`config.mk`:
```
export PLATFORM = sky130hd
export DESIGN_NAME = eu_summer_time_offset_top
export DESIGN_NICKNAME = d
export VERILOG_FILES = /design/src/hw/rtl/eusto_pkg.sv /design/src/hw/rtl/eu_summer_time_offset_top.sv
export SDC_FILE = /design/constraint.sdc
export NUM_CORES = 1
export LEC_CHECK = 0
export BUFFER_PORTS_ARGS = -buffer_cell sky130_fd_sc_hd__buf_2
export CAP_MARGIN = 20
export CELL_PAD_IN_SITES_DETAIL_PLACEMENT = 1
export CELL_PAD_IN_SITES_GLOBAL_PLACEMENT = 1
export CORE_MARGIN = 10
export CORE_UTILIZATION = 47
export DETAILED_ROUTE_END_ITERATION = 16
export PLACE_DENSITY = 0.91
export SKIP_CTS_REPAIR_TIMING = 1
export SYNTH_ARGS = -nofsm -noshare
export SYNTH_HDL_FRONTEND = slang
export SYNTH_SLANG_ARGS = --single-unit
```
`constraint.sdc`:
```
create_clock -name clk -period 5.2 [get_ports clk]
set_input_delay 0.52 -clock clk [delete_from_list [all_inputs] [get_ports clk]]
set_output_delay 0.52 -clock clk [all_outputs]
set_load 0.02 [all_outputs]
```
`src/hw/rtl/eusto_pkg.sv`:
```
`default_nettype none

package eusto_pkg;

    localparam int unsigned EUSTO_LATENCY = 8;

    localparam logic [31:0] LAST_SECOND_2099 = 32'd4102444799;
    localparam logic [12:0] SUMMER_OFFSET    = 13'd7200;
    localparam logic [12:0] WINTER_OFFSET    = 13'd3600;

    // floor(2^32 / 675): seconds >> 7 times this, >> 32, is the day or one less.
    localparam logic [22:0] DAY_RECIP        = 23'd6362914;
    localparam logic [16:0] SECONDS_PER_DAY  = 17'd86400;
    localparam logic [17:0] SECONDS_PER_HOUR = 18'd3600;

    // Days from 1968-03-01 to 1970-01-01; dates count in March-based years.
    localparam logic [15:0] EPOCH_SHIFT      = 16'd671;
    // floor(2^24 / 1461): days times this, >> 24, is the leap cycle or one less.
    localparam logic [13:0] CYCLE_RECIP      = 14'd11483;
    localparam logic [10:0] DAYS_PER_CYCLE   = 11'd1461;

    // Day of the March-based year on which October 1 falls.
    localparam logic [8:0]  OCT_FIRST_DOY    = 9'd214;

    // x mod 7 for an 8-bit value, folding 3-bit digits since 8 = 1 mod 7.
    function automatic logic [2:0] mod7(input logic [7:0] x);
        logic [4:0] s1;
        logic [3:0] s2;
        s1 = {2'b00, x[2:0]} + {2'b00, x[5:3]} + {3'b000, x[7:6]};
        s2 = {1'b0, s1[2:0]} + {2'b00, s1[4:3]};
        if (s2 >= 4'd7)
        begin
            s2 = s2 - 4'd7;
        end
        return s2[2:0];
    endfunction

endpackage

`default_nettype wire

```
`src/hw/rtl/eu_summer_time_offset_top.sv`:
```
// Each start transfer yields one result, flagged by the done strobe.
// Throughput: one timestamp per cycle through an 8-stage pipeline; busy stays low.
// The day and leap-cycle splits each take a reciprocal multiply, a subtract and
// a correction stage. The receiver cannot stall, so results leave on done.
// Reset (rst_n, asynchronous, active low) clears the stage valid bits only.
`default_nettype none

module eu_summer_time_offset_top
    import eusto_pkg::*;
(
    input  wire logic        clk,
    input  wire logic        rst_n,
    input  wire logic        start,
    output logic             busy,
    input  wire logic [31:0] utc_seconds,
    output logic             done,
    output logic             is_summer,
    output logic [12:0]      offset_seconds
);

    logic [EUSTO_LATENCY-1:0] valid_reg;
    logic [EUSTO_LATENCY-1:0] valid_next;

    logic [31:0] s1_t_reg;
    logic [31:0] s1_t_next;
    logic [15:0] s1_q_reg;
    logic [15:0] s1_q_next;
    logic [47:0] s1_prod;

    logic [15:0] s2_q_reg;
    logic [17:0] s2_r_reg;
    logic [17:0] s2_r_next;
    logic [32:0] s2_diff;

    logic [15:0] s3_dp_reg;
    logic [15:0] s3_dp_next;
    logic        s3_late_reg;
    logic        s3_late_next;
    logic        s3_ge;
    logic [17:0] s3_r;

    logic [5:0]  s4_c_reg;
    logic [5:0]  s4_c_next;
    logic [15:0] s4_dp_reg;
    logic        s4_late_reg;
    logic [29:0] s4_prod;

    logic [5:0]  s5_c_reg;
    logic [11:0] s5_rem_reg;
    logic [11:0] s5_rem_next;
    logic        s5_late_reg;
    logic [16:0] s5_diff;

    logic [5:0]  s6_c_reg;
    logic [5:0]  s6_c_next;
    logic [10:0] s6_rem_reg;
    logic [10:0] s6_rem_next;
    logic        s6_late_reg;
    logic        s6_ge;

    logic [8:0]  s7_doy_reg;
    logic [8:0]  s7_doy_next;
    logic [2:0]  s7_vm_reg;
    logic [2:0]  s7_vm_next;
    logic [2:0]  s7_vo_reg;
    logic [2:0]  s7_vo_next;
    logic        s7_late_reg;
    logic [1:0]  s7_yoe;
    logic [10:0] s7_base_days;
    logic [7:0]  s7_base;

    logic        s8_summer_reg;
    logic        s8_summer_next;
    logic [9:0]  s8_mar_sum;
    logic [9:0]  s8_oct_sum;

    assign busy = 1'b0;

    always_comb
    begin
        valid_next = {valid_reg[EUSTO_LATENCY-2:0], start & ~busy};
    end

    always_ff @(posedge clk or negedge rst_n)
    begin
        if (!rst_n)
        begin
            valid_reg <= '0;
        end
        else
        begin
            valid_reg <= valid_next;
        end
    end

    // Stage 1: clamp to the end of 2099 and estimate the day number.
    always_comb
    begin
        s1_t_next = (utc_seconds > LAST_SECOND_2099) ? LAST_SECOND_2099 : utc_seconds;
        s1_prod   = {23'd0, s1_t_next[31:7]} * {25'd0, DAY_RECIP};
        s1_q_next = s1_prod[47:32];
    end

    // Stage 2: second of the day, which may still exceed one day.
    always_comb
    begin
        s2_diff   = {1'b0, s1_t_reg} - ({17'd0, s1_q_reg} * {16'd0, SECONDS_PER_DAY});
        s2_r_next = s2_diff[17:0];
    end

    // Stage 3: correct the day estimate, flag times from 01:00 and shift the epoch to 1968-03-01.
    always_comb
    begin
        s3_ge        = (s2_r_reg >= {1'b0, SECONDS_PER_DAY});
        s3_r         = s3_ge ? (s2_r_reg - {1'b0, SECONDS_PER_DAY}) : s2_r_reg;
        s3_late_next = (s3_r >= SECONDS_PER_HOUR);
        s3_dp_next   = s2_q_reg + {15'd0, s3_ge} + EPOCH_SHIFT;
    end

    // Stage 4: estimate the four-year cycle.
    always_comb
    begin
        s4_prod   = {14'd0, s3_dp_reg} * {16'd0, CYCLE_RECIP};
        s4_c_next = s4_prod[29:24];
    end

    // Stage 5: day within the cycle, which may still exceed one cycle.
    always_comb
    begin
        s5_diff     = {1'b0, s4_dp_reg} - ({11'd0, s4_c_reg} * {6'd0, DAYS_PER_CYCLE});
        s5_rem_next = s5_diff[11:0];
    end

    // Stage 6: correct the cycle estimate.
    always_comb
    begin
        s6_ge       = (s5_rem_reg >= {1'b0, DAYS_PER_CYCLE});
        s6_c_next   = s5_c_reg + {5'd0, s6_ge};
        s6_rem_next = s6_ge ? 11'(s5_rem_reg - {1'b0, DAYS_PER_CYCLE}) : s5_rem_reg[10:0];
    end

    // Stage 7: year in the cycle, day of the year and the weekday terms.
    // The last day of a cycle is February 29 and stays in year three.
    // With year = 1968 + 4c + yoe, 5*year/4 mod 7 reduces to (3 + 5c + yoe) mod 7.
    always_comb
    begin
        if (s6_rem_reg >= 11'd1095)
        begin
            s7_yoe       = 2'd3;
            s7_base_days = 11'd1095;
        end
        else if (s6_rem_reg >= 11'd730)
        begin
            s7_yoe       = 2'd2;
            s7_base_days = 11'd730;
        end
        else if (s6_rem_reg >= 11'd365)
        begin
            s7_yoe       = 2'd1;
            s7_base_days = 11'd365;
        end
        else
        begin
            s7_yoe       = 2'd0;
            s7_base_days = 11'd0;
        end
        s7_doy_next = 9'(s6_rem_reg - s7_base_days);
        s7_base     = 8'd3 + ({2'd0, s6_c_reg} << 2) + {2'd0, s6_c_reg} + {6'd0, s7_yoe};
        s7_vm_next  = mod7(s7_base + 8'd4);
        s7_vo_next  = mod7(s7_base + 8'd1);
    end

    // Stage 8: the European rule. In March the day is doy + 1, in October
    // doy - 213, and the last Sunday is 31 minus the weekday term.
    always_comb
    begin
        s8_mar_sum = {1'b0, s7_doy_reg} + {7'd0, s7_vm_reg};
        s8_oct_sum = {1'b0, s7_doy_reg} + {7'd0, s7_vo_reg};
        if (s7_doy_reg < 9'd31)
        begin
            s8_summer_next = (s8_mar_sum > 10'd30) || ((s8_mar_sum == 10'd30) && s7_late_reg);
        end
        else if (s7_doy_reg < OCT_FIRST_DOY)
        begin
            s8_summer_next = 1'b1;
        end
        else if (s7_doy_reg < 9'd245)
        begin
            s8_summer_next = (s8_oct_sum < 10'd244) ||
                             ((s8_oct_sum == 10'd244) && !s7_late_reg);
        end
        else
        begin
            s8_summer_next = 1'b0;
        end
    end

    always_ff @(posedge clk)
    begin
        s1_t_reg      <= s1_t_next;
        s1_q_reg      <= s1_q_next;
        s2_q_reg      <= s1_q_reg;
        s2_r_reg      <= s2_r_next;
        s3_dp_reg     <= s3_dp_next;
        s3_late_reg   <= s3_late_next;
        s4_c_reg      <= s4_c_next;
        s4_dp_reg     <= s3_dp_reg;
        s4_late_reg   <= s3_late_reg;
        s5_c_reg      <= s4_c_reg;
        s5_rem_reg    <= s5_rem_next;
        s5_late_reg   <= s4_late_reg;
        s6_c_reg      <= s6_c_next;
        s6_rem_reg    <= s6_rem_next;
        s6_late_reg   <= s5_late_reg;
        s7_doy_reg    <= s7_doy_next;
        s7_vm_reg     <= s7_vm_next;
        s7_vo_reg     <= s7_vo_next;
        s7_late_reg   <= s6_late_reg;
        s8_summer_reg <= s8_summer_next;
    end

    assign done           = valid_reg[EUSTO_LATENCY-1];
    assign is_summer      = s8_summer_reg;
    assign offset_seconds = s8_summer_reg ? SUMMER_OFFSET : WINTER_OFFSET;

endmodule

`default_nettype wire

```
=== After elaboration in Yosys (flattened, before gate mapping) ===
Index checks and enable logic that the tools add are counted.

* Register bits after elaboration: 166
* Output and inout bits: 16
* Input bits: 35
* Logic and storage cells: 85

* $mul: 4
* Reduce and logical (&&, ||, !) cells: 5
* Equal/unequal tests: 2
* Multiplexer cells: 15
* Magnitude comparators: 14
* $add $sub $neg: 23

{| class="wikitable"
|+ Operator list
! kind !! count
|-
| multiplier 25 x 22 -> 47 bit (second input constant) || 1
|-
| greater-than comparator 32 bit (second input constant) || 1
|-
| 2-to-1 mux 32 bit || 1
|-
| multiplier 16 x 14 -> 30 bit (second input constant) || 1
|-
| 2-to-1 mux 9 bit || 3
|-
| adder 9 x 3 -> 10 bit || 2
|-
| >= comparator 18 x 12 -> 1 bit (second input constant) || 1
|-
| >= comparator 18 x 17 -> 1 bit (second input constant) || 1
|-
| less-than comparator 9 x 8 -> 1 bit (second input constant) || 2
|-
| 2-to-1 mux 18 bit || 1
|-
| subtractor 18 x 17 -> 18 bit (second input constant) || 1
|-
| subtractor 18 bit || 1
|-
| adder 16 x 1 -> 16 bit || 1
|-
| adder 16 x 10 -> 16 bit (second input constant) || 1
|-
| multiplier 16 x 10 -> 11 bit (second input constant) || 1
|-
| 2-to-1 mux 13 bit || 1
|-
| >= comparator 12 x 11 -> 1 bit (second input constant) || 1
|-
| multiplier 6 x 11 -> 12 bit (second input constant) || 1
|-
| subtractor 12 bit || 1
|-
| >= comparator 11 x 10 -> 1 bit (second input constant) || 1
|-
| >= comparator 11 bit (second input constant) || 1
|-
| >= comparator 11 x 9 -> 1 bit (second input constant) || 1
|-
| 2-to-1 mux 11 bit || 1
|-
| subtractor 11 bit (second input constant) || 1
|-
| other kinds (23) || 35
|}

=== Depth between registers and ports, before layout ===
Gate-level depths: netlist of the first run.

* Depth in word-level cells: 11
* Mapped depth: 29
* Depth with buffers taken out: 29

=== Worst setup path before layout of the first run ===
No wires, ideal clock.

* Path kind: input -> register
* Start point: in utc_seconds[20]
* End point: reg s1_q_reg[14]
* Path slack: -1.849 ns
* Required time: 5.082 ns
* Arrival: 6.931 ns
* Stages: 26
* Cell sequence: nor4_2 -> nand2_1 -> a2111oi_4 -> a21o_2 -> clkbuf_1 -> nand2_1 -> inv_1 -> ha_1 -> ha_1 -> fa_1 -> fa_1 -> inv_1 -> fa_1 -> inv_1 -> fa_1 -> ha_1 -> ha_1 -> inv_1 -> nor3_1 -> nand4_1 -> nor4b_1 -> a221oi_2 -> a21boi_2 -> o21ai_2 -> o21ba_2 -> xnor2_1

* Cells in the longest elaborated chain, start to end: 3

{| class="wikitable"
|+ Ends and longest elaborated chain
! element !! line !! RTL
|-
| start, declared || eu_summer_time_offset_top.sv:15 || <nowiki>input wire logic [31:0] utc_seconds,</nowiki>
|-
| greater-than comparator 32 bit || eu_summer_time_offset_top.sv:99 || <nowiki>s1_t_next = (utc_seconds > LAST_SECOND_2099) ? LAST_SECOND_2099 : utc_seconds;</nowiki>
|-
| 2-to-1 mux 32 bit || eu_summer_time_offset_top.sv:99 ||
|-
| named net s1_t_next[16] || eu_summer_time_offset_top.sv:25 || <nowiki>logic [31:0] s1_t_next;</nowiki>
|-
| multiplier 25 x 22 -> 47 bit || eu_summer_time_offset_top.sv:100 || <nowiki>s1_prod = {23'd0, s1_t_next[31:7]} * {25'd0, DAY_RECIP};</nowiki>
|-
| named net s1_prod[46] || eu_summer_time_offset_top.sv:28 || <nowiki>logic [47:0] s1_prod;</nowiki>
|-
| end signal, assigned || eu_summer_time_offset_top.sv:201 || <nowiki>s1_q_reg <= s1_q_next;</nowiki>
|-
| end, declared || eu_summer_time_offset_top.sv:26 || <nowiki>logic [15:0] s1_q_reg;</nowiki>
|}

The timed path passes the listed nets, and every way through them passes these cells.
A chain may end at the register's enable or synchronous reset.

=== Worst setup path in the final report of the first run ===
* Start point: in utc_seconds[20]
* End point: reg s1_q_reg[10]

The elaborated chain is that of the path after synthesis.

==> impl_metrics.prom, run 1 <==
# TYPE chip_impl_metric gauge
chip_impl_metric{name="nets",unit=""} 3086
chip_impl_metric{name="vias_per_cell",unit=""} 6.09
chip_impl_metric{name="hold_viol_final",unit=""} 0
chip_impl_metric{name="max_freq",unit="MHz"} 135
chip_impl_info{name="layout.cells.most_common",value="inv_1"} 1
chip_impl_metric{name="syn2layout_area_growth",unit="%"} 27.7
chip_impl_metric{name="grt_start_max_net_pins",unit=""} 17
chip_impl_metric{name="buffer_ports.inserted",unit=""} 36
chip_impl_metric{name="synth.yosys.warnings",unit=""} 0
chip_impl_metric{name="yosysSeqAreaShare",unit="%"} 15.8
chip_impl_metric{name="detail_route.wl_per_cell",unit="um"} 31.1
chip_impl_metric{name="drt_iter0_markers",unit=""} 1271
chip_impl_info{name="rsz0062_at_grt",value="true"} 1
chip_impl_metric{name="routabilityCongestion",unit=""} 0.941
chip_impl_metric{name="drv.max_cap_violation_count",unit=""} 0
chip_impl_info{name="worstHoldPathType",value="input port to flip-flop"} 1
chip_impl_metric{name="grt_antenna_before_repair",unit=""} 0
chip_impl_metric{name="ff2ff_path_depth",unit=""} 28
chip_impl_metric{name="layout_min_cycle_time",unit="ns"} 7.41
chip_impl_metric{name="worst_clock_skew_on_the_final_layout",unit="ns"} 0.0149
chip_impl_metric{name="floorplan.initialDensity",unit="%"} 47.9
chip_impl_metric{name="finalCoreUtilization",unit="%"} 61.2
chip_impl_metric{name="clock_latency",unit="ns"} 0.46
chip_impl_metric{name="crit_arrival",unit="ns"} 7.76
chip_impl_metric{name="cts_sinks",unit=""} 158
chip_impl_metric{name="cp_max_fo",unit=""} 5
chip_impl_metric{name="yosysTopAreaCellShare",unit="%"} 30.6
chip_impl_metric{name="synthDistinctLibCells",unit=""} 73
chip_impl_metric{name="avg_inst_size_synth",unit="um2"} 10.1
chip_impl_info{name="layout.cells.most_common_list",value="inv_1 (431), ha_1 (391), buf_4 (232)"} 1
chip_impl_info{name="hold_start",value="start"} 1
chip_impl_info{name="failed_checks",value="negative setup slack"} 1
chip_impl_metric{name="grt_first_pass_wirelength",unit="mm"} 112
chip_impl_metric{name="final.setup.worst_slack",unit="ns"} -2.21
chip_impl_metric{name="htree_num_levels",unit=""} 4
chip_impl_metric{name="drc",unit=""} 0
chip_impl_metric{name="synth_enable_flop_cells",unit=""} 0
chip_impl_metric{name="dieArea",unit="mm2"} 0.0517
chip_impl_info{name="synth_ff_type",value="dfxtp_1"} 1
chip_impl_metric{name="worst-slew-pin-transition",unit="ns"} 0.628
chip_impl_metric{name="worstHoldPathCells",unit=""} 1
chip_impl_metric{name="timing.max_slew.rel_slack",unit="%"} 57.8
chip_impl_metric{name="antenna_left",unit=""} 0
chip_impl_info{name="worstSetupStartpointType",value="input port"} 1
chip_impl_metric{name="die-height",unit="um"} 227
chip_impl_metric{name="die_width",unit="um"} 227
chip_impl_info{name="r2r_start",value="s6_rem_reg[1]"} 1
chip_impl_metric{name="ctsLongestPathBuffers",unit=""} 2
chip_impl_info{name="clk_root_buffer_cell",value="clkbuf_16"} 1
chip_impl_metric{name="count_of_state_elements_after_synthesis",unit=""} 158
chip_impl_info{name="worst_setup_path_startpoint",value="utc_seconds[20]"} 1
chip_impl_info{name="end_kind",value="flip-flop"} 1
chip_impl_metric{name="clkSlewWorstSetupHoldPaths",unit="ns"} 0.07
chip_impl_metric{name="io_pins",unit=""} 51
chip_impl_metric{name="gr-total-overflow",unit=""} 0
chip_impl_metric{name="min_period_over_period",unit="%"} 143
chip_impl_metric{name="route.vias.total",unit=""} 17400
chip_impl_metric{name="worstPathRequired",unit="ns"} 5.54
chip_impl_metric{name="drt_pass1_iterations",unit=""} 7
chip_impl_metric{name="placement_rows",unit=""} 75
chip_impl_metric{name="route.final.wire_length",unit="mm"} 88.8
chip_impl_metric{name="total_of_fill_cells_in_the_finished_design",unit=""} 4366
chip_impl_metric{name="grtUsageTotal",unit="%"} 28.5
chip_impl_metric{name="final_max_slew_viol_count",unit=""} 0
chip_impl_info{name="netlist.top_cell.by_area",value="ha_1"} 1
chip_impl_metric{name="core",unit="mm2"} 0.0422
chip_impl_metric{name="synthCells",unit=""} 1999
chip_impl_metric{name="number_of_global_route_vias_before_repair",unit=""} 19900
chip_impl_metric{name="layout-drive-gt1-share",unit="%"} 27.9
chip_impl_info{name="synth.area.top_cells",value="ha_1 (31%), fa_1 (25%), dfxtp_1 (15%)"} 1
chip_impl_info{name="tritoncts",value="yes"} 1
chip_impl_metric{name="mappedNetlistArea",unit="mm2"} 0.0202
chip_impl_info{name="status",value="finished, violations left"} 1
chip_impl_info{name="worstSetupPathType",value="input port to flip-flop"} 1
chip_impl_metric{name="setup.reg_to_reg.worst_slack",unit="ns"} -0.79
chip_impl_metric{name="async_reset_ff_share",unit="%"} 5.06
chip_impl_metric{name="post-dp-hpwl",unit="mm"} 56.6
chip_impl_metric{name="final-setup-viol-count",unit=""} 28
chip_impl_metric{name="cts-buffers-inserted",unit=""} 17
## final timing paths
kind / endpoint
max: s1_q_reg[10]
min: valid_reg[0]
max reg2reg: s7_vm_reg[1]
min reg2reg: s2_r_reg[4]
max in group asynchronous: valid_reg[7]
min in group asynchronous: valid_reg[3]
## kinds of logic after synthesis
family                     synth area share, %
buffers and inverters                     9.48
AOI/OAI and AO/OA                         7.51
adders and majority gates                 56.0
DFF                                       15.8
xor gates and xnor gates                  5.15
muxes                                    0.161
other                                   0.0371
and+or+nand+nor                           5.79
## Yosys cell counts, drive strengths merged (4+ instances only)
library cell / instances
xor2: 40
clkbuf: 7
nand4: 13
nor2: 53
o21ai: 46
o211ai: 7
a2111oi: 4
nor3: 16
nor4: 7
o21bai: 14
ha: 495
nand3: 26
a211o: 4
nand2b: 20
o21a: 6
buf: 13
a21o: 29
a21oi: 79
a31oi: 7
a211oi: 5
dfrtp: 8
fa: 257
dfxtp: 150
xnor2: 79
and2: 4
a21boi: 9
inv: 478
nand2: 63
nor2b: 9
## per-stage QoR
stage               hold slack, ns  worst slack (ns)  TNS [ns]  std cells  instance area (um2)
CTS                         -0.103             -1.63    -32.07       2819                24200
finish                       0.168             -2.21    -37.04       2852                25800
floorplan                    0.224             -1.04    -15.01       2007                21300
global route                 0.160             -2.31    -40.36       2851                25800
global placement             0.310             -1.58    -25.14       2787                23700
detailed placement           0.313             -2.00    -35.79       2787                23700
## layout make-up
class	instances	area (um2)	share of cell area (%)
diodes	1	2.50	0.00968
clock buffers	19	433	1.68
clock inverters	13	129	0.499
inverters	478	1870	7.23
multi-input cells	1351	17200	66.6
flip-flops and latches	158	3240	12.5
well taps	539	674	2.61
repair buffers	293	2290	8.85
## critical path, cell delays in order
cell and delay (ns):
buf_8 0.10, nor4_4 0.32, nand2_2 0.14, a2111oi_4 0.45, buf_4 0.19, a21oi_4 0.08, nor2_4 0.15, inv_2 0.11
fa_1 0.43, ha_1 0.43, inv_1 0.12, fa_1 0.60, inv_1 0.08, fa_1 0.52, fa_1 0.46, fa_2 0.59
ha_2 0.29, ha_4 0.32, nand2_1 0.07, o21ai_1 0.24, nand2_1 0.15, a211oi_2 0.32, a221oi_4 0.11, a21boi_4 0.27
o21ai_0 0.21, nand2b_1 0.19, xor2_1 0.28
## layer usage
| metal | global-route usage (%) | wire length, um | vias up |
|---|---|---|---|
| met5 | 0 | 0 | - |
| met4 | 19.8 | 10100 | 0 |
| met3 | 4.22 | 5090 | 654 |
| li1 | - | - | 7048 |
| met1 | 27.4 | 28700 | 8649 |
| met2 | 54.7 | 44900 | 1025 |
Power of run 1 is not shown: default switching activity piles up to over one toggle a cycle in this logic, so the estimate is an artifact.
==> inputs of run 2 (changes only) <==
--- a/config.mk
+++ b/config.mk
@@ -5,12 +5,13 @@
 export SDC_FILE = /design/constraint.sdc
 export NUM_CORES = 1
 export LEC_CHECK = 0
+export ABC_AREA = 1
 export BUFFER_PORTS_ARGS = -buffer_cell sky130_fd_sc_hd__buf_2
 export CAP_MARGIN = 20
 export CELL_PAD_IN_SITES_DETAIL_PLACEMENT = 1
 export CELL_PAD_IN_SITES_GLOBAL_PLACEMENT = 1
 export CORE_MARGIN = 10
-export CORE_UTILIZATION = 47
+export CORE_UTILIZATION = 46
 export DETAILED_ROUTE_END_ITERATION = 16
 export PLACE_DENSITY = 0.91
 export SKIP_CTS_REPAIR_TIMING = 1
==> impl_metrics.prom, run 2 <==
# TYPE chip_impl_metric gauge
chip_impl_metric{name="buffer_ports.inserted",unit=""} 36
chip_impl_metric{name="post-dp-hpwl",unit="mm"} 63.4
chip_impl_metric{name="async_reset_ff_share",unit="%"} 5.06
chip_impl_metric{name="routabilityCongestion",unit=""} 0.946
chip_impl_metric{name="synthDistinctLibCells",unit=""} 55
chip_impl_metric{name="place_ws",unit="ns"} -1.53
chip_impl_info{name="worst_path_end_type",value="register input"} 1
chip_impl_metric{name="floorplan.initialDensity",unit="%"} 46.8
chip_impl_metric{name="placed_cell_area",unit="mm2"} 0.0248
chip_impl_metric{name="ctsLongestPathBuffers",unit=""} 2
chip_impl_info{name="timing.grt.repair.worst_endpoint",value="s1_q_reg[6]$_DFF_P_/D"} 1
chip_impl_info{name="synth.area.top_cells",value="ha_1 (29%), fa_1 (24%), dfxtp_1 (14%)"} 1
chip_impl_metric{name="yosysTopAreaCellShare",unit="%"} 29.0
chip_impl_metric{name="cts-buffers-inserted",unit=""} 17
chip_impl_info{name="flow.stopped_at",value="5_1_grt"} 1
chip_impl_info{name="synth_ff_type",value="dfxtp_1"} 1
chip_impl_metric{name="synth_enable_flop_cells",unit=""} 0
chip_impl_metric{name="gr-total-overflow",unit=""} 12
chip_impl_metric{name="die_width",unit="um"} 235
chip_impl_info{name="status",value="stopped before the end"} 1
chip_impl_info{name="synth.most_common_cell",value="inv_1"} 1
chip_impl_metric{name="yosysSeqAreaShare",unit="%"} 15.0
chip_impl_metric{name="io_pins",unit=""} 51
chip_impl_info{name="ys_top_cells_by_count",value="inv_1 (579), ha_1 (495), fa_1 (257)"} 1
chip_impl_info{name="error_message",value="[ERROR GRT-0232] Routing congestion too high. Check the congestion heatmap in the GUI."} 1
chip_impl_metric{name="count_of_state_elements_after_synthesis",unit=""} 158
chip_impl_metric{name="grtUsageTotal",unit="%"} 45.7
chip_impl_metric{name="synth.yosys.warnings",unit=""} 0
chip_impl_metric{name="synthCells",unit=""} 2351
chip_impl_metric{name="placement_rows",unit=""} 78
chip_impl_metric{name="mappedNetlistArea",unit="mm2"} 0.0214
chip_impl_info{name="clk_root_buffer_cell",value="clkbuf_16"} 1
chip_impl_metric{name="htree_num_levels",unit=""} 4
chip_impl_metric{name="die-height",unit="um"} 235
chip_impl_metric{name="grt_start_max_net_pins",unit=""} 17
chip_impl_info{name="netlist.top_cell.by_area",value="ha_1"} 1
chip_impl_metric{name="cts_sinks",unit=""} 158
chip_impl_metric{name="avg_inst_size_synth",unit="um2"} 9.08
## run 2: cell count changes after synthesis, sizes merged, moves of 6 or more
cell    previous run  this run
a31oi              7        17
nor2b              9         0
xnor2             79        29
a21oi             79       117
or2                3         9
nand3             26        54
nor2              53       128
inv              478       584
nand2             63       222
a21o              29         9
nand2b            20         0
o21ai             46        62
xor2              40        89
a21boi             9         3
## run 2: routing by layer
metal,GRT overflow,track usage [%]
met5,0,6.85
met4,6,49.8
met3,0,26.2
met2,6,66.9
met1,0,41.9
## run 2: kinds of logic after synthesis
family                   synth area share, %
AO/OA/AOI/OAI                           7.03
flip-flops                              15.0
buffers and inverters                   10.9
other                                 0.0352
adder cells (fa/ha/maj)                 53.1
multiplexers                           0.105
AND/OR/NAND/NOR                         8.96
XOR/XNOR                                4.87
## run 2: stage by stage
step / cells / hold WS, ns
after floorplan: 2359 / 0.224
after detailed placement: 3196 / 0.314
after global placement: 3196 / 0.312
after CTS: 3228 / -0.107
==> inputs of run 3 (changes only) <==
--- a/config.mk
+++ b/config.mk
@@ -8,12 +8,10 @@
 export ABC_AREA = 1
 export BUFFER_PORTS_ARGS = -buffer_cell sky130_fd_sc_hd__buf_2
 export CAP_MARGIN = 20
-export CELL_PAD_IN_SITES_DETAIL_PLACEMENT = 1
-export CELL_PAD_IN_SITES_GLOBAL_PLACEMENT = 1
 export CORE_MARGIN = 10
-export CORE_UTILIZATION = 46
+export CORE_UTILIZATION = 40
 export DETAILED_ROUTE_END_ITERATION = 16
-export PLACE_DENSITY = 0.91
+export PLACE_DENSITY_LB_ADDON = 0.15
 export SKIP_CTS_REPAIR_TIMING = 1
 export SYNTH_ARGS = -nofsm -noshare
 export SYNTH_HDL_FRONTEND = slang
==> constraint.sdc (replaced) <==
create_clock -name clk -period 6.8 [get_ports clk]
set_input_delay 0.68 -clock clk [delete_from_list [all_inputs] [get_ports clk]]
set_output_delay 0.68 -clock clk [all_outputs]
set_load 0.02 [all_outputs]
==> impl_metrics.prom, run 3 <==
# TYPE chip_impl_metric gauge
chip_impl_info{name="status",value="completed"} 1
chip_impl_metric{name="final.setup.worst_slack",unit="ns"} 0.345
chip_impl_metric{name="synthCells",unit=""} 2351
chip_impl_metric{name="cp.depth",unit=""} 24
chip_impl_info{name="rsz0062_at_grt",value="false"} 1
chip_impl_info{name="critPathSlowestCell",value="nor2_1"} 1
chip_impl_info{name="worstHoldPathType",value="input port to asynchronous set/reset pin"} 1
chip_impl_metric{name="synth.yosys.warnings",unit=""} 0
chip_impl_metric{name="die_width",unit="um"} 251
chip_impl_metric{name="drt_pass1_iterations",unit=""} 7
chip_impl_metric{name="setup.reg_to_reg.worst_slack",unit="ns"} 0.64
chip_impl_metric{name="worst-slew-pin-transition",unit="ns"} 0.685
chip_impl_metric{name="cts_sinks",unit=""} 158
chip_impl_metric{name="post-dp-hpwl",unit="mm"} 41.3
chip_impl_metric{name="clkSlewWorstSetupHoldPaths",unit="ns"} 0.07
chip_impl_info{name="netlist.top_cell.by_area",value="ha_1"} 1
chip_impl_metric{name="ff2ff_path_depth",unit=""} 34
chip_impl_metric{name="clock_latency",unit="ns"} 0.44
chip_impl_metric{name="crit_arrival",unit="ns"} 6.78
chip_impl_metric{name="grt_first_pass_wirelength",unit="mm"} 78.0
chip_impl_info{name="reg2reg_end",value="s7_vo_reg[1]"} 1
chip_impl_info{name="timing.critical_path.max_delay_family",value="adder cells"} 1
chip_impl_info{name="layout.cells.most_common",value="inv_1"} 1
chip_impl_metric{name="detail_route.wl_per_cell",unit="um"} 14.1
chip_impl_metric{name="finalCoreUtilization",unit="%"} 45.6
chip_impl_metric{name="yosysSeqAreaShare",unit="%"} 15.0
chip_impl_info{name="end_kind",value="flip-flop"} 1
chip_impl_metric{name="total_of_fill_cells_in_the_finished_design",unit=""} 5222
chip_impl_metric{name="core",unit="mm2"} 0.0528
chip_impl_metric{name="grt_start_max_net_pins",unit=""} 17
chip_impl_info{name="worstSetupStartpointType",value="input port"} 1
chip_impl_info{name="synth.most_common_cell",value="inv_1"} 1
chip_impl_metric{name="number_of_global_route_vias_before_repair",unit=""} 16000
chip_impl_info{name="r2r_start",value="s6_rem_reg[3]"} 1
chip_impl_metric{name="final.hold.worst_slack",unit="ns"} 0.0627
chip_impl_metric{name="seqCellArea",unit="mm2"} 0.00320
chip_impl_metric{name="die-height",unit="um"} 251
chip_impl_info{name="layout.cells.most_common_list",value="inv_1 (578), ha_1 (494), fa_1 (257)"} 1
chip_impl_metric{name="path_buf_inv",unit=""} 4
chip_impl_info{name="ys_top_cells_by_count",value="inv_1 (579), ha_1 (495), fa_1 (257)"} 1
chip_impl_metric{name="grt_antenna_before_repair",unit=""} 0
chip_impl_metric{name="nets",unit=""} 3333
chip_impl_metric{name="design_area",unit="mm2"} 0.0241
chip_impl_metric{name="vias_per_cell",unit=""} 4.66
chip_impl_metric{name="async_reset_ff_share",unit="%"} 5.06
chip_impl_metric{name="io_pins",unit=""} 51
chip_impl_metric{name="buffer_ports.inserted",unit=""} 36
chip_impl_metric{name="multi_input_comb_area",unit="mm2"} 0.0159
chip_impl_info{name="tritoncts",value="yes"} 1
chip_impl_metric{name="layout-drive-gt1-share",unit="%"} 9.89
chip_impl_metric{name="placement_rows",unit=""} 84
chip_impl_metric{name="drt_iter0_markers",unit=""} 530
chip_impl_metric{name="routabilityCongestion",unit=""} 0.871
chip_impl_metric{name="drc",unit=""} 0
chip_impl_metric{name="cts-buffers-inserted",unit=""} 17
chip_impl_metric{name="gr-total-overflow",unit=""} 0
chip_impl_info{name="endpoint",value="s1_q_reg[12]"} 1
chip_impl_metric{name="htree_num_levels",unit=""} 4
chip_impl_metric{name="max_freq",unit="MHz"} 155
chip_impl_metric{name="syn2layout_area_growth",unit="%"} 12.7
chip_impl_metric{name="count_of_state_elements_after_synthesis",unit=""} 158
chip_impl_metric{name="final_max_slew_viol_count",unit=""} 0
chip_impl_metric{name="cp_max_fo",unit=""} 10
chip_impl_metric{name="final-setup-viol-count",unit=""} 0
chip_impl_metric{name="worst_clock_skew_on_the_final_layout",unit="ns"} 0.00896
chip_impl_metric{name="avg_inst_size_synth",unit="um2"} 9.08
chip_impl_metric{name="hold_viol_final",unit=""} 0
chip_impl_metric{name="yosysTopAreaCellShare",unit="%"} 29.0
chip_impl_info{name="synth.area.top_cells",value="ha_1 (29%), fa_1 (24%), dfxtp_1 (14%)"} 1
chip_impl_info{name="worst_setup_path_startpoint",value="utc_seconds[30]"} 1
chip_impl_metric{name="dieArea",unit="mm2"} 0.0630
chip_impl_info{name="worstSetupPathType",value="input port to flip-flop"} 1
chip_impl_metric{name="floorplan.initialDensity",unit="%"} 40.5
chip_impl_metric{name="ctsLongestPathBuffers",unit=""} 2
chip_impl_metric{name="layout_min_cycle_time",unit="ns"} 6.45
chip_impl_metric{name="grtUsageTotal",unit="%"} 15.1
chip_impl_metric{name="antenna_left",unit=""} 0
chip_impl_metric{name="drv.max_cap_violation_count",unit=""} 0
chip_impl_info{name="clk_root_buffer_cell",value="clkbuf_16"} 1
chip_impl_metric{name="min_period_over_period",unit="%"} 94.9
chip_impl_metric{name="synthDistinctLibCells",unit=""} 55
chip_impl_metric{name="critical_path.max_stage_delay",unit="ns"} 0.53
chip_impl_metric{name="antennaDiodeCount",unit=""} 0
chip_impl_info{name="path_cells",value="buf_2, nand4_1, o21bai_1, nand2_2, nor2_4, inv_4, buf_4, nor2_1, ha_1, ha_1, fa_1, fa_1, fa_1, fa_1, ha_1, ha_1, a21o_1, a31oi_1, o21ai_0, a31oi_1, a21boi_1, buf_4, o21ai_1, xor2_1"} 1
chip_impl_metric{name="route.vias.total",unit=""} 15100
chip_impl_metric{name="timing.max_slew.rel_slack",unit="%"} 54.1
chip_impl_metric{name="mappedNetlistArea",unit="mm2"} 0.0214
chip_impl_metric{name="route.final.wire_length",unit="mm"} 45.7
chip_impl_metric{name="synth_enable_flop_cells",unit=""} 0
chip_impl_metric{name="worstPathRequired",unit="ns"} 7.12
chip_impl_metric{name="placed_cell_area",unit="mm2"} 0.0235
chip_impl_metric{name="place_ws",unit="ns"} -0.220
chip_impl_info{name="synth_ff_type",value="dfxtp_1"} 1
run 3: cell counts after synthesis:
Identical to the previous run, type by type.
run 3: cells by family (layout without fill, tap and decap cells):
| logic type | count (synthesis) | after routing | synth area share (%) |
|---|---|---|---|
| AO/OA/AOI/OAI | 259 | 259 | 7.03 |
| buffers and inverters | 606 | 806 | 10.9 |
| other | 2 | 10 | 0.0352 |
| AND/OR/NAND/NOR | 454 | 454 | 8.96 |
| adder cells (fa/ha/maj) | 752 | 752 | 53.1 |
| XOR/XNOR | 118 | 118 | 4.87 |
| flip-flops | 158 | 158 | 15.0 |
| multiplexers | 2 | 2 | 0.105 |
run 3: metal layers:
metal	routed length, um	vias to the layer above	GRT usage [%]
li1	-	7809	-
met1	21100	7188	18.5
met2	23300	106	27.9
met3	605	34	1.21
met4	706	0	3.79
met5	0	-	0
run 3: worst min-delay path by stage:
stage	startpoint	end	slack [ns]	cells past startpoint
2_1_floorplan	s1_q_reg[11]	s2_q_reg[11]	0.31	0
3_3_place_gp	s1_t_reg[4]	s2_r_reg[4]	0.31	0
3_5_place_dp	s1_q_reg[15]	s2_q_reg[15]	0.31	0
4_1_cts	rst_n	valid_reg[1]	0.04	1
5_1_grt	rst_n	valid_reg[3]	0.06	1
6_report	rst_n	valid_reg[0]	0.06	1
run 3: layout make-up:
| cell class | instances | share of cell area (%) |
|---|---|---|
| clock buffer | 18 | 1.78 |
| clock inverter | 14 | 0.624 |
| inverter | 585 | 9.13 |
| multi-input combinational | 1595 | 66.0 |
| sequential | 158 | 13.3 |
| tap | 688 | 3.58 |
| timing repair buffer | 189 | 5.57 |
run 3: metrics by stage:
step | cells | setup TNS (ns)
after CTS | 3247 | 0
after detailed placement | 3215 | -2.26
final | 3247 | 0
after global routing | 3247 | 0
after floorplan | 2359 | 0
after global placement | 3215 | -2.29
Power of run 3 is left out for the same reason.
